[src/sv/sfir_pkg.sv]
// ----------------------------------------------------------------------------
// sfir_pkg
// Shared constants, register indexes and controller/datapath interface types
// for the symmetric FIR filter.
// ----------------------------------------------------------------------------
package sfir_pkg;

    localparam int MAX_TAPS_DEF   = 64;
    localparam int DATA_WIDTH_DEF = 16;
    localparam int COEF_WIDTH_DEF = 16;

    localparam int TAP_COUNT_W  = 7;
    localparam int COEF_INDEX_W = 5;
    localparam int CFG_INDEX_W  = 4;
    localparam int CFG_DATA_W   = 8;

    localparam logic [TAP_COUNT_W-1:0] TAP_COUNT_RESET = TAP_COUNT_W'(64);

    // configuration register indexes
    localparam logic [CFG_INDEX_W-1:0] REG_TAP_COUNT  = CFG_INDEX_W'(0);
    localparam logic [CFG_INDEX_W-1:0] REG_ODD_LENGTH = CFG_INDEX_W'(1);

    // item kinds carried on s_tuser
    localparam logic MODE_FILTER    = 1'b0;
    localparam logic MODE_COEF_LOAD = 1'b1;

    typedef struct packed {
        logic start;     // sample transfer: write delay line, set up the run
        logic coef_wr;   // coefficient transfer
        logic issue;     // issue one folded tap
        logic load_out;  // round, saturate and load the output register
    } sfir_cmd_t;

    typedef struct packed {
        logic last_issue;
        logic pipe_busy;
        logic out_full;
    } sfir_status_t;

endpackage

[src/sv/sfir_ctrl.sv]
// ----------------------------------------------------------------------------
// sfir_ctrl
// Sequencer for the symmetric FIR filter: accepts items, steps the folded
// multiply-accumulate and hands the result to the output register.
// ----------------------------------------------------------------------------
module sfir_ctrl (
    input  logic                  aclk,
    input  logic                  aresetn,
    input  logic                  s_tvalid,
    output logic                  s_tready,
    input  logic                  mode,
    output sfir_pkg::sfir_cmd_t   cmd,
    input  sfir_pkg::sfir_status_t status
);

    typedef enum logic [3:0] {
        ST_IDLE   = 4'b0001,
        ST_RUN    = 4'b0010,
        ST_DRAIN  = 4'b0100,
        ST_OUTPUT = 4'b1000
    } state_t;

    state_t state_reg, state_next;
    logic   accept;

    assign s_tready = (state_reg == ST_IDLE);
    assign accept   = s_tvalid && s_tready;

    always_comb begin
        state_next   = state_reg;
        cmd.start    = 1'b0;
        cmd.coef_wr  = 1'b0;
        cmd.issue    = 1'b0;
        cmd.load_out = 1'b0;
        unique case (state_reg)
            ST_IDLE: begin
                if (accept) begin
                    if (mode == sfir_pkg::MODE_COEF_LOAD) begin
                        cmd.coef_wr = 1'b1;
                    end else begin
                        cmd.start  = 1'b1;
                        state_next = ST_RUN;
                    end
                end
            end
            ST_RUN: begin
                cmd.issue = 1'b1;
                if (status.last_issue) begin
                    state_next = ST_DRAIN;
                end
            end
            ST_DRAIN: begin
                if (!status.pipe_busy) begin
                    state_next = ST_OUTPUT;
                end
            end
            ST_OUTPUT: begin
                // wait for the previous result to be taken
                if (!status.out_full) begin
                    cmd.load_out = 1'b1;
                    state_next   = ST_IDLE;
                end
            end
            default: begin
                state_next = ST_IDLE;
            end
        endcase
    end

    always_ff @(posedge aclk) begin
        if (!aresetn) begin
            state_reg <= ST_IDLE;
        end else begin
            state_reg <= state_next;
        end
    end

endmodule

[src/sv/sfir_datapath.sv]
// ----------------------------------------------------------------------------
// sfir_datapath
// Delay-line and coefficient memories, folded pre-add / multiply /
// accumulate pipeline, rounding, saturation and the output register.
// ----------------------------------------------------------------------------
module sfir_datapath #(
    parameter int MAX_TAPS   = sfir_pkg::MAX_TAPS_DEF,
    parameter int DATA_WIDTH = sfir_pkg::DATA_WIDTH_DEF,
    parameter int COEF_WIDTH = sfir_pkg::COEF_WIDTH_DEF
) (
    input  logic                                  aclk,
    input  logic                                  aresetn,
    input  logic                                  cfg_we,
    input  logic [sfir_pkg::CFG_INDEX_W-1:0]      cfg_index,
    input  logic [sfir_pkg::CFG_DATA_W-1:0]       cfg_data,
    input  logic signed [DATA_WIDTH-1:0]          sample,
    input  logic [sfir_pkg::COEF_INDEX_W-1:0]     coef_index,
    input  logic signed [COEF_WIDTH-1:0]          coef_value,
    input  sfir_pkg::sfir_cmd_t                   cmd,
    output sfir_pkg::sfir_status_t                status,
    output logic                                  m_tvalid,
    input  logic                                  m_tready,
    output logic signed [DATA_WIDTH-1:0]          filtered,
    output logic                                  saturated
);

    localparam int HALF_TAPS = (MAX_TAPS + 1) / 2;
    localparam int CA_W      = (HALF_TAPS > 1) ? $clog2(HALF_TAPS) : 1;
    localparam int DA_W      = $clog2(MAX_TAPS);
    localparam int LEN_W     = $clog2(MAX_TAPS + 1);
    localparam int SW        = $clog2(HALF_TAPS + 1);
    localparam int TW        = (LEN_W > sfir_pkg::TAP_COUNT_W) ? LEN_W
                                                              : sfir_pkg::TAP_COUNT_W;
    localparam int PRE_W     = DATA_WIDTH + 1;
    localparam int PROD_W    = PRE_W + COEF_WIDTH;
    localparam int ACC_W     = PROD_W + SW;
    localparam int SH        = COEF_WIDTH - 1;
    localparam int RW        = ACC_W - SH;
    localparam int AW        = LEN_W + 1;

    // configuration registers
    logic [sfir_pkg::TAP_COUNT_W-1:0] tap_count_reg;
    logic                             odd_length_reg;

    always_ff @(posedge aclk) begin
        if (!aresetn) begin
            tap_count_reg  <= sfir_pkg::TAP_COUNT_RESET;
            odd_length_reg <= 1'b0;
        end else if (cfg_we) begin
            unique case (cfg_index)
                sfir_pkg::REG_TAP_COUNT:  tap_count_reg  <= cfg_data[sfir_pkg::TAP_COUNT_W-1:0];
                sfir_pkg::REG_ODD_LENGTH: odd_length_reg <= cfg_data[0];
                default: ;
            endcase
        end
    end

    // run setup: clamp the tap count and derive the folded step count
    logic [TW-1:0]    t_clamp;
    logic [TW-1:0]    half_c;
    logic [LEN_W-1:0] len_next;
    logic [SW-1:0]    steps_next;

    always_comb begin
        t_clamp = TW'(tap_count_reg);
        if (t_clamp < TW'(2)) begin
            t_clamp = TW'(2);
        end
        if (t_clamp > TW'(MAX_TAPS)) begin
            t_clamp = TW'(MAX_TAPS);
        end
        half_c = odd_length_reg ? ((t_clamp - TW'(1)) >> 1) : (t_clamp >> 1);
        len_next   = LEN_W'({half_c, odd_length_reg});
        steps_next = SW'(half_c + TW'(odd_length_reg));
    end

    logic [SW-1:0]    c_reg;
    logic [SW-1:0]    steps_reg;
    logic [LEN_W-1:0] len_reg;
    logic             odd_reg;
    logic [SW-1:0]    j_reg;
    logic [DA_W-1:0]  newest_reg;
    logic [LEN_W-1:0] fill_reg;

    logic [DA_W-1:0]  newest_next;
    assign newest_next = (newest_reg == DA_W'(MAX_TAPS - 1)) ? '0 : newest_reg + DA_W'(1);

    always_ff @(posedge aclk) begin
        if (!aresetn) begin
            j_reg      <= '0;
            newest_reg <= '0;
            fill_reg   <= '0;
        end else if (cmd.start) begin
            j_reg      <= '0;
            newest_reg <= newest_next;
            if (fill_reg != LEN_W'(MAX_TAPS)) begin
                fill_reg <= fill_reg + LEN_W'(1);
            end
        end else if (cmd.issue) begin
            j_reg <= j_reg + SW'(1);
        end
    end

    always_ff @(posedge aclk) begin
        if (cmd.start) begin
            c_reg     <= SW'(half_c);
            steps_reg <= steps_next;
            len_reg   <= len_next;
            odd_reg   <= odd_length_reg;
        end
    end

    // sample ages of the folded pair and their circular-buffer addresses
    logic [LEN_W-1:0] age_a;
    logic [LEN_W-1:0] age_b;
    logic [AW-1:0]    diff_a;
    logic [AW-1:0]    diff_b;
    logic [DA_W-1:0]  addr_a;
    logic [DA_W-1:0]  addr_b;
    logic             centre;

    always_comb begin
        age_a  = LEN_W'(j_reg);
        age_b  = len_reg - LEN_W'(1) - LEN_W'(j_reg);
        diff_a = AW'(newest_reg) - AW'(age_a);
        if (AW'(newest_reg) < AW'(age_a)) begin
            diff_a = diff_a + AW'(MAX_TAPS);
        end
        diff_b = AW'(newest_reg) - AW'(age_b);
        if (AW'(newest_reg) < AW'(age_b)) begin
            diff_b = diff_b + AW'(MAX_TAPS);
        end
        addr_a = diff_a[DA_W-1:0];
        addr_b = diff_b[DA_W-1:0];
        centre = odd_reg && (j_reg == c_reg);
    end

    // memories
    logic signed [DATA_WIDTH-1:0] dl_mem [MAX_TAPS];
    logic signed [COEF_WIDTH-1:0] coef_mem [HALF_TAPS];

    logic signed [DATA_WIDTH-1:0] rd_a_reg;
    logic signed [DATA_WIDTH-1:0] rd_b_reg;
    logic signed [COEF_WIDTH-1:0] coef_rd_reg;
    logic                         use_a_reg;
    logic                         use_b_reg;

    logic [31:0]     coef_index_ext;
    logic [CA_W-1:0] coef_waddr;
    assign coef_index_ext = 32'(coef_index);
    assign coef_waddr     = coef_index_ext[CA_W-1:0];

    always_ff @(posedge aclk) begin
        if (cmd.start) begin
            dl_mem[newest_next] <= sample;
        end
        if (cmd.issue) begin
            rd_a_reg <= dl_mem[addr_a];
            rd_b_reg <= dl_mem[addr_b];
        end
    end

    always_ff @(posedge aclk) begin
        if (cmd.coef_wr && (coef_index_ext < 32'(HALF_TAPS))) begin
            coef_mem[coef_waddr] <= coef_value;
        end
        if (cmd.issue) begin
            coef_rd_reg <= coef_mem[j_reg[CA_W-1:0]];
        end
    end

    // samples older than the number written since reset read as zero
    always_ff @(posedge aclk) begin
        if (cmd.issue) begin
            use_a_reg <= age_a < fill_reg;
            use_b_reg <= (age_b < fill_reg) && !centre;
        end
    end

    // pipeline: read -> pre-add and multiply -> accumulate
    logic v1_reg;
    logic v2_reg;

    always_ff @(posedge aclk) begin
        if (!aresetn) begin
            v1_reg <= 1'b0;
            v2_reg <= 1'b0;
        end else begin
            v1_reg <= cmd.issue;
            v2_reg <= v1_reg;
        end
    end

    logic signed [PRE_W-1:0]  pre_sum;
    logic signed [PROD_W-1:0] prod_reg;
    logic signed [ACC_W-1:0]  acc_reg;

    always_comb begin
        pre_sum = (use_a_reg ? PRE_W'(rd_a_reg) : '0) + (use_b_reg ? PRE_W'(rd_b_reg) : '0);
    end

    always_ff @(posedge aclk) begin
        if (v1_reg) begin
            prod_reg <= pre_sum * PROD_W'(coef_rd_reg);
        end
        if (cmd.start) begin
            acc_reg <= '0;
        end else if (v2_reg) begin
            acc_reg <= acc_reg + ACC_W'(prod_reg);
        end
    end

    // round half up, drop the coefficient fraction, saturate
    logic signed [ACC_W-1:0]      acc_rnd;
    logic signed [RW-1:0]         rnd;
    logic [RW-DATA_WIDTH:0]       rnd_top;
    logic                         sat;
    logic signed [DATA_WIDTH-1:0] y;

    always_comb begin
        acc_rnd = acc_reg + (ACC_W'(1) <<< (SH - 1));
        rnd     = RW'(acc_rnd >>> SH);
        rnd_top = rnd[RW-1:DATA_WIDTH-1];
        sat     = !((&rnd_top) || !(|rnd_top));
        if (!sat) begin
            y = rnd[DATA_WIDTH-1:0];
        end else if (rnd[RW-1]) begin
            y = {1'b1, {(DATA_WIDTH-1){1'b0}}};
        end else begin
            y = {1'b0, {(DATA_WIDTH-1){1'b1}}};
        end
    end

    // output register
    logic                         out_valid_reg;
    logic signed [DATA_WIDTH-1:0] filtered_reg;
    logic                         saturated_reg;

    always_ff @(posedge aclk) begin
        if (!aresetn) begin
            out_valid_reg <= 1'b0;
        end else if (cmd.load_out) begin
            out_valid_reg <= 1'b1;
        end else if (m_tready) begin
            out_valid_reg <= 1'b0;
        end
    end

    always_ff @(posedge aclk) begin
        if (cmd.load_out) begin
            filtered_reg  <= y;
            saturated_reg <= sat;
        end
    end

    assign m_tvalid  = out_valid_reg;
    assign filtered  = filtered_reg;
    assign saturated = saturated_reg;

    assign status.last_issue = (j_reg == steps_reg - SW'(1));
    assign status.pipe_busy  = v1_reg || v2_reg;
    assign status.out_full   = out_valid_reg && !m_tready;

endmodule

[src/sv/symmetric_fir_filter.sv]
// ----------------------------------------------------------------------------
// symmetric_fir_filter
// Linear-phase FIR filter storing half of a symmetric impulse response,
// folded into one pre-add multiply-accumulate per coefficient pair.
//
//   channel   direction  payload
//   s_*       in         tuser: mode; tdata: sample, coef_index, coef_value
//   m_*       out        tuser: saturated; tdata: filtered
//   cfg_*     in         cfg_index: register, cfg_data: value
//
// A coefficient load is written when it is accepted. A sample is accepted,
// then each folded tap is issued in turn, the MAC pipeline drains and the
// output register is loaded; no new item is accepted until the sample is done.
// Reset clears the delay line through a fill count; no clearing pass.
// A result waiting on m_tready stalls only the final load of the next one.
// ----------------------------------------------------------------------------
module symmetric_fir_filter #(
    parameter int MAX_TAPS   = sfir_pkg::MAX_TAPS_DEF,
    parameter int DATA_WIDTH = sfir_pkg::DATA_WIDTH_DEF,
    parameter int COEF_WIDTH = sfir_pkg::COEF_WIDTH_DEF,
    localparam int S_TDATA_W = ((DATA_WIDTH + sfir_pkg::COEF_INDEX_W + COEF_WIDTH + 7) / 8) * 8,
    localparam int M_TDATA_W = ((DATA_WIDTH + 7) / 8) * 8
) (
    input  logic                             aclk,
    input  logic                             aresetn,
    input  logic                             s_tvalid,
    output logic                             s_tready,
    input  logic [S_TDATA_W-1:0]             s_tdata,   // sample, coef_index, coef_value
    input  logic                             s_tuser,   // mode
    output logic                             m_tvalid,
    input  logic                             m_tready,
    output logic [M_TDATA_W-1:0]             m_tdata,   // filtered
    output logic                             m_tuser,   // saturated
    input  logic                             cfg_valid,
    output logic                             cfg_ready,
    input  logic [sfir_pkg::CFG_INDEX_W-1:0] cfg_index,
    input  logic [sfir_pkg::CFG_DATA_W-1:0]  cfg_data
);

    localparam int CI_LO = DATA_WIDTH;
    localparam int CV_LO = DATA_WIDTH + sfir_pkg::COEF_INDEX_W;

    sfir_pkg::sfir_cmd_t    cmd;
    sfir_pkg::sfir_status_t status;

    logic signed [DATA_WIDTH-1:0]         sample;
    logic [sfir_pkg::COEF_INDEX_W-1:0]    coef_index;
    logic signed [COEF_WIDTH-1:0]         coef_value;
    logic signed [DATA_WIDTH-1:0]         filtered;

    assign sample     = s_tdata[DATA_WIDTH-1:0];
    assign coef_index = s_tdata[CV_LO-1:CI_LO];
    assign coef_value = s_tdata[CV_LO+COEF_WIDTH-1:CV_LO];

    assign cfg_ready = 1'b1;
    assign m_tdata   = M_TDATA_W'($unsigned(filtered));

    sfir_ctrl u_ctrl (
        .aclk     (aclk),
        .aresetn  (aresetn),
        .s_tvalid (s_tvalid),
        .s_tready (s_tready),
        .mode     (s_tuser),
        .cmd      (cmd),
        .status   (status)
    );

    sfir_datapath #(
        .MAX_TAPS   (MAX_TAPS),
        .DATA_WIDTH (DATA_WIDTH),
        .COEF_WIDTH (COEF_WIDTH)
    ) u_datapath (
        .aclk       (aclk),
        .aresetn    (aresetn),
        .cfg_we     (cfg_valid),
        .cfg_index  (cfg_index),
        .cfg_data   (cfg_data),
        .sample     (sample),
        .coef_index (coef_index),
        .coef_value (coef_value),
        .cmd        (cmd),
        .status     (status),
        .m_tvalid   (m_tvalid),
        .m_tready   (m_tready),
        .filtered   (filtered),
        .saturated  (m_tuser)
    );

endmodule
[config.mk]
export PLATFORM = sky130hd
export DESIGN_NAME = symmetric_fir_filter
export DESIGN_NICKNAME = d
export VERILOG_FILES = /design/src/sv/sfir_pkg.sv /design/src/sv/sfir_ctrl.sv /design/src/sv/sfir_datapath.sv /design/src/sv/symmetric_fir_filter.sv
export SDC_FILE = /design/constraint.sdc
export NUM_CORES = 2
export LEC_CHECK = 0
export BUFFER_PORTS_ARGS = -buffer_cell sky130_fd_sc_hd__buf_4
export CAP_MARGIN = 10
export CORE_UTILIZATION = 36
export CTS_CLUSTER_SIZE = 12
export DETAILED_ROUTE_END_ITERATION = 7
export GPL_ROUTABILITY_DRIVEN = 0
export GPL_TIMING_DRIVEN = 1
export SLEW_MARGIN = 15
export SYNTH_ARGS = -nofsm -noshare
export SYNTH_HDL_FRONTEND = slang
export SYNTH_SLANG_ARGS = --single-unit
[constraint.sdc]
create_clock -name aclk -period 8.7 [get_ports aclk]
set_clock_uncertainty 0.1 [all_clocks]
set_input_delay 1.305 -clock aclk [delete_from_list [all_inputs] [get_ports aclk]]
set_output_delay 1.305 -clock aclk [all_outputs]
set_load 0.02 [all_outputs]
==> impl_summary.txt <==
----------------------------------------------------
[GRT]
  Total routing usage reported by global routing ... 18.27%
  Global-route wire length before repair ... 329800 um
  Pin count of the biggest net entering global routing ... 129
  Number of antenna violations at the first check in global routing ... 10
  GRT Residual Overflow ... 0
  Vias in the first global route ... 49350

[Synthesis]
  Dominant register cell in the synthesized netlist ... sky130_fd_sc_hd__edfxtp_1
  Number of enable flip-flop cells after synthesis ... 1649
  Share of the yosys chip area belonging to registers ... 57.96%
  Synthesis Warnings ... 0
  Post-synth net total ... 5599
  Post-Syn Instances ... 5087
  Average cell area after synthesis ... 17.29 um^2
  Netlist area before placement ... 87950 um^2
  Synth async-reset ratio ... 0%
  FF+latch count, synth ... 1722
  Number of distinct library cells after synthesis ... 74

[Route]
  DRC marker count from the first detailed-route iteration ... 4664
  DRC ... 0
  Remaining number of nets flagged by the antenna check after routing ... 0
  Number of vias per cell after detailed routing ... 5.530
  DRT Pass-1 Iters ... 5
  Total length of routed wires ... 224000 um
  Detailed-route via count ... 47480
  Detail-routed net length per standard cell ... 26.09 um

[Floorplanning]
  I/O pin count ... 78
  Height of the die ... 496.3 um
  Horizontal extent of the die ... 496.3 um
  Number of core rows ... 181
  Effective utilization at floorplan ... 36.20%
  Std-Cell Core Area ... 243000 um^2
  DIE AREA ... 246300 um^2

[Final layout]
  Share of layout cells above drive strength 1 ... 26.90%
  Leading cell type in the layout, fill and taps excluded ... sky130_fd_sc_hd__edfxtp_1
  Layout-stage area growth over the synthesis result ... 12.67%
  Largest register FFs ... 1024
  Post-layout net count ... 5765
  Most used cells in the layout excluding fill and tap cells ... 1649 x sky130_fd_sc_hd__edfxtp_1, 800 x sky130_fd_sc_hd__mux4_2, 365 x sky130_fd_sc_hd__inv_1
  Final core occ ... 40.78%
  Final standard cell area without fillers ... 99100 um^2
  Post-Layout Cell Count ... 8586
  Layout filler cell count ... 21470

[Pwr]
  IR Drop Worst-Case VDD ... 0.2622 mV
  Pwr per Cell Area ... 251.3 nW/um^2
  Total leakage power ... 33.17 nW

[STA]
  Final count of pins violating max slew ... 0
  Slew headroom ... 18.95%
  Post-layout min period ... 8283 ps
  Final Hold Fails ... 0
  Transition time at the pin with the least slew margin ... 1216 ps
  Maximum achievable frequency ... 0.1207 GHz
  Setup-failing EPs final ... 0
  Final clock period utilization by the worst path ... 95.21%
  Final worst slack ... 417.1 ps
  Unrepaired setup endpoints after global routing ... true

[Critical path]
  Setup crit start kind ... register
  Setup CP Type ... register to register
  Arrival time reported for the critical path endpoint ... 8740 ps
  Cell mode on critical path ... sky130_fd_sc_hd__fa_1
  CP required ... 9150 ps
  Max FO, Critical Path ... 9
  Maximum single-stage delay on the critical path ... 570 ps
  Slowest-stage cell, CP ... sky130_fd_sc_hd__fa_1
  Kind of end point of the critical path ... register

[Placed design]
  Post-detail-place hpwl ... 135700 um
  Number of cells after detailed placement ... 8265
  Placement-stage cell area ... 93320 um^2
  Number of input and output port buffers inserted ... 72
  Post-placement worst setup slack ... 52.87 ps

[Clock network]
  Clock slew seen by the registers of the worst setup and hold paths ... 60 ps
  Level count of the clock H-tree ... 4
  Worst skew pair latency ... 840 ps
  Maximum buffer depth of the clock tree ... 3
  Clock tree from TritonCTS ... built
  Sink count of the clock tree ... 1722
  Clock tree root driver cell ... sky130_fd_sc_hd__clkbuf_16
  Total CTS buffers ... 182
  Total of hold buffers inserted after clock tree synthesis ... 0

[Run status]
  Status ... complete, no violations

[Job]
  Max capacitance violation total ... 0

[Min path]
  Worst Hold Class ... register to register

----------------------------------------------------
## layout make-up
class / instances / area [um^2] / area share, %
well taps: 3202 / 4006 / 4.043
diodes: 1 / 2.502 / 0.002525
multi-input cells: 2729 / 35120 / 35.44
repair buffers: 250 / 2022 / 2.040
clock inverters: 72 / 669.4 / 0.6755
inverters: 368 / 1381 / 1.394
flip-flops and latches: 1722 / 50990 / 51.45
clock buffers: 242 / 4905 / 4.949
## metal layers
layer  global-route usage, %  part of all wire (%)  wire length (um)  vias to the layer above
met5                       0                 0.014                32                        -
met4                   5.906                   3.1              6996                        6
met3                   2.747                   6.5             14470                      334
met2                   29.92                    49            108900                     1625
met1                   25.03                    42             93600                    25300
li1                        -                     -                 -                    20210
## synthesized netlist by cell type (5+ instances only)
library cell,count,area [um^2]
sky130_fd_sc_hd__a211o_1,5,43.79
sky130_fd_sc_hd__edfxtp_1,1649,49520
sky130_fd_sc_hd__a21boi_0,7,52.55
sky130_fd_sc_hd__nor4_1,6,37.54
sky130_fd_sc_hd__buf_2,36,180.2
sky130_fd_sc_hd__and3_1,21,131.4
sky130_fd_sc_hd__nand4_1,12,75.07
sky130_fd_sc_hd__ha_1,173,2165
sky130_fd_sc_hd__and2_1,165,1032
sky130_fd_sc_hd__fa_1,281,5625
sky130_fd_sc_hd__a31oi_1,11,68.82
sky130_fd_sc_hd__mux4_2,800,18020
sky130_fd_sc_hd__nand2b_1,34,212.7
sky130_fd_sc_hd__xor2_1,39,341.6
sky130_fd_sc_hd__a211oi_1,41,307.8
sky130_fd_sc_hd__dfxtp_1,73,1461
sky130_fd_sc_hd__o21a_1,14,105.1
sky130_fd_sc_hd__o21ai_0,76,380.4
sky130_fd_sc_hd__nand3_1,39,195.2
sky130_fd_sc_hd__clkbuf_1,165,619.3
sky130_fd_sc_hd__a21o_1,39,292.8
sky130_fd_sc_hd__a21oi_1,124,620.6
sky130_fd_sc_hd__xnor2_1,106,928.4
sky130_fd_sc_hd__nand2_1,263,987.2
sky130_fd_sc_hd__o21bai_1,16,120.1
sky130_fd_sc_hd__nor2_1,206,773.2
sky130_fd_sc_hd__inv_1,366,1374
sky130_fd_sc_hd__o211ai_1,8,60.06
sky130_fd_sc_hd__mux2i_1,69,690.7
sky130_fd_sc_hd__nor3_1,22,110.1
sky130_fd_sc_hd__buf_1,61,229.0
sky130_fd_sc_hd__or2_2,8,50.05
sky130_fd_sc_hd__nor2b_1,74,462.9
## timing repair
action                                 4_1_cts  5_1_grt
setup buffers                                0        6
gates resized for setup                      0       38
endpoints found under the hold margin        0        0
setup endpoints to repair                    0       13
## path summary, 6_finish.rpt
path | cells after the start | from | to | slack (ps)
max | 34 | u_datapath.use_b_reg$_DFFE_PP_ | u_datapath.prod_reg[27]$_DFFE_PP_ | 420
min | 2 | u_datapath.acc_reg[7]$_SDFFE_PP0P_ | u_datapath.acc_reg[7]$_SDFFE_PP0P_ | 400
max reg2reg | 34 | u_datapath.use_b_reg$_DFFE_PP_ | u_datapath.prod_reg[27]$_DFFE_PP_ | 420
min reg2reg | 2 | u_datapath.acc_reg[7]$_SDFFE_PP0P_ | u_datapath.acc_reg[7]$_SDFFE_PP0P_ | 400
## logic make-up after synthesis
family	Yosys count	share of synthesized area, %
xor gates and xnor gates	147	1.481
adders and majority gates	454	8.857
AOI/OAI and AO/OA	381	2.767
muxes	870	21.28
other	1	0.004264
DFF	1722	57.96
buffers and inverters	636	2.783
and+or+nand+nor	876	4.865
## power by group
| group | internal, mW | switching (mW) |
|---|---|---|
| clock | 4.16 | 3.20 |
| sequential | 9.42 | 0.0487 |
| combinational | 3.72 | 4.36 |
| total | 17.3 | 7.60 |
## stage by stage
step / hold WS (ps) / power, mW / TNS (ps)
2_1_floorplan: 306.4 / 15.30 / 0
3_5_place_dp: 390.6 / 17.58 / 0
6_report: 398.1 / 24.90 / 0
4_1_cts: 403.0 / 24.96 / 0
3_3_place_gp: 378.0 / 17.54 / 0
5_1_grt: 430.4 / 26.18 / -24.46
## worst max-delay path, delay by kind of cell, from the launching register on
kind / cells / cell delay [ps]
xor+xnor: 2 / 250
compound gates: 11 / 1980
flops: 1 / 430
buf+inv: 8 / 930
fa+ha+maj: 8 / 3570
simple gates: 5 / 800
Power figures use the tool's default switching activity.
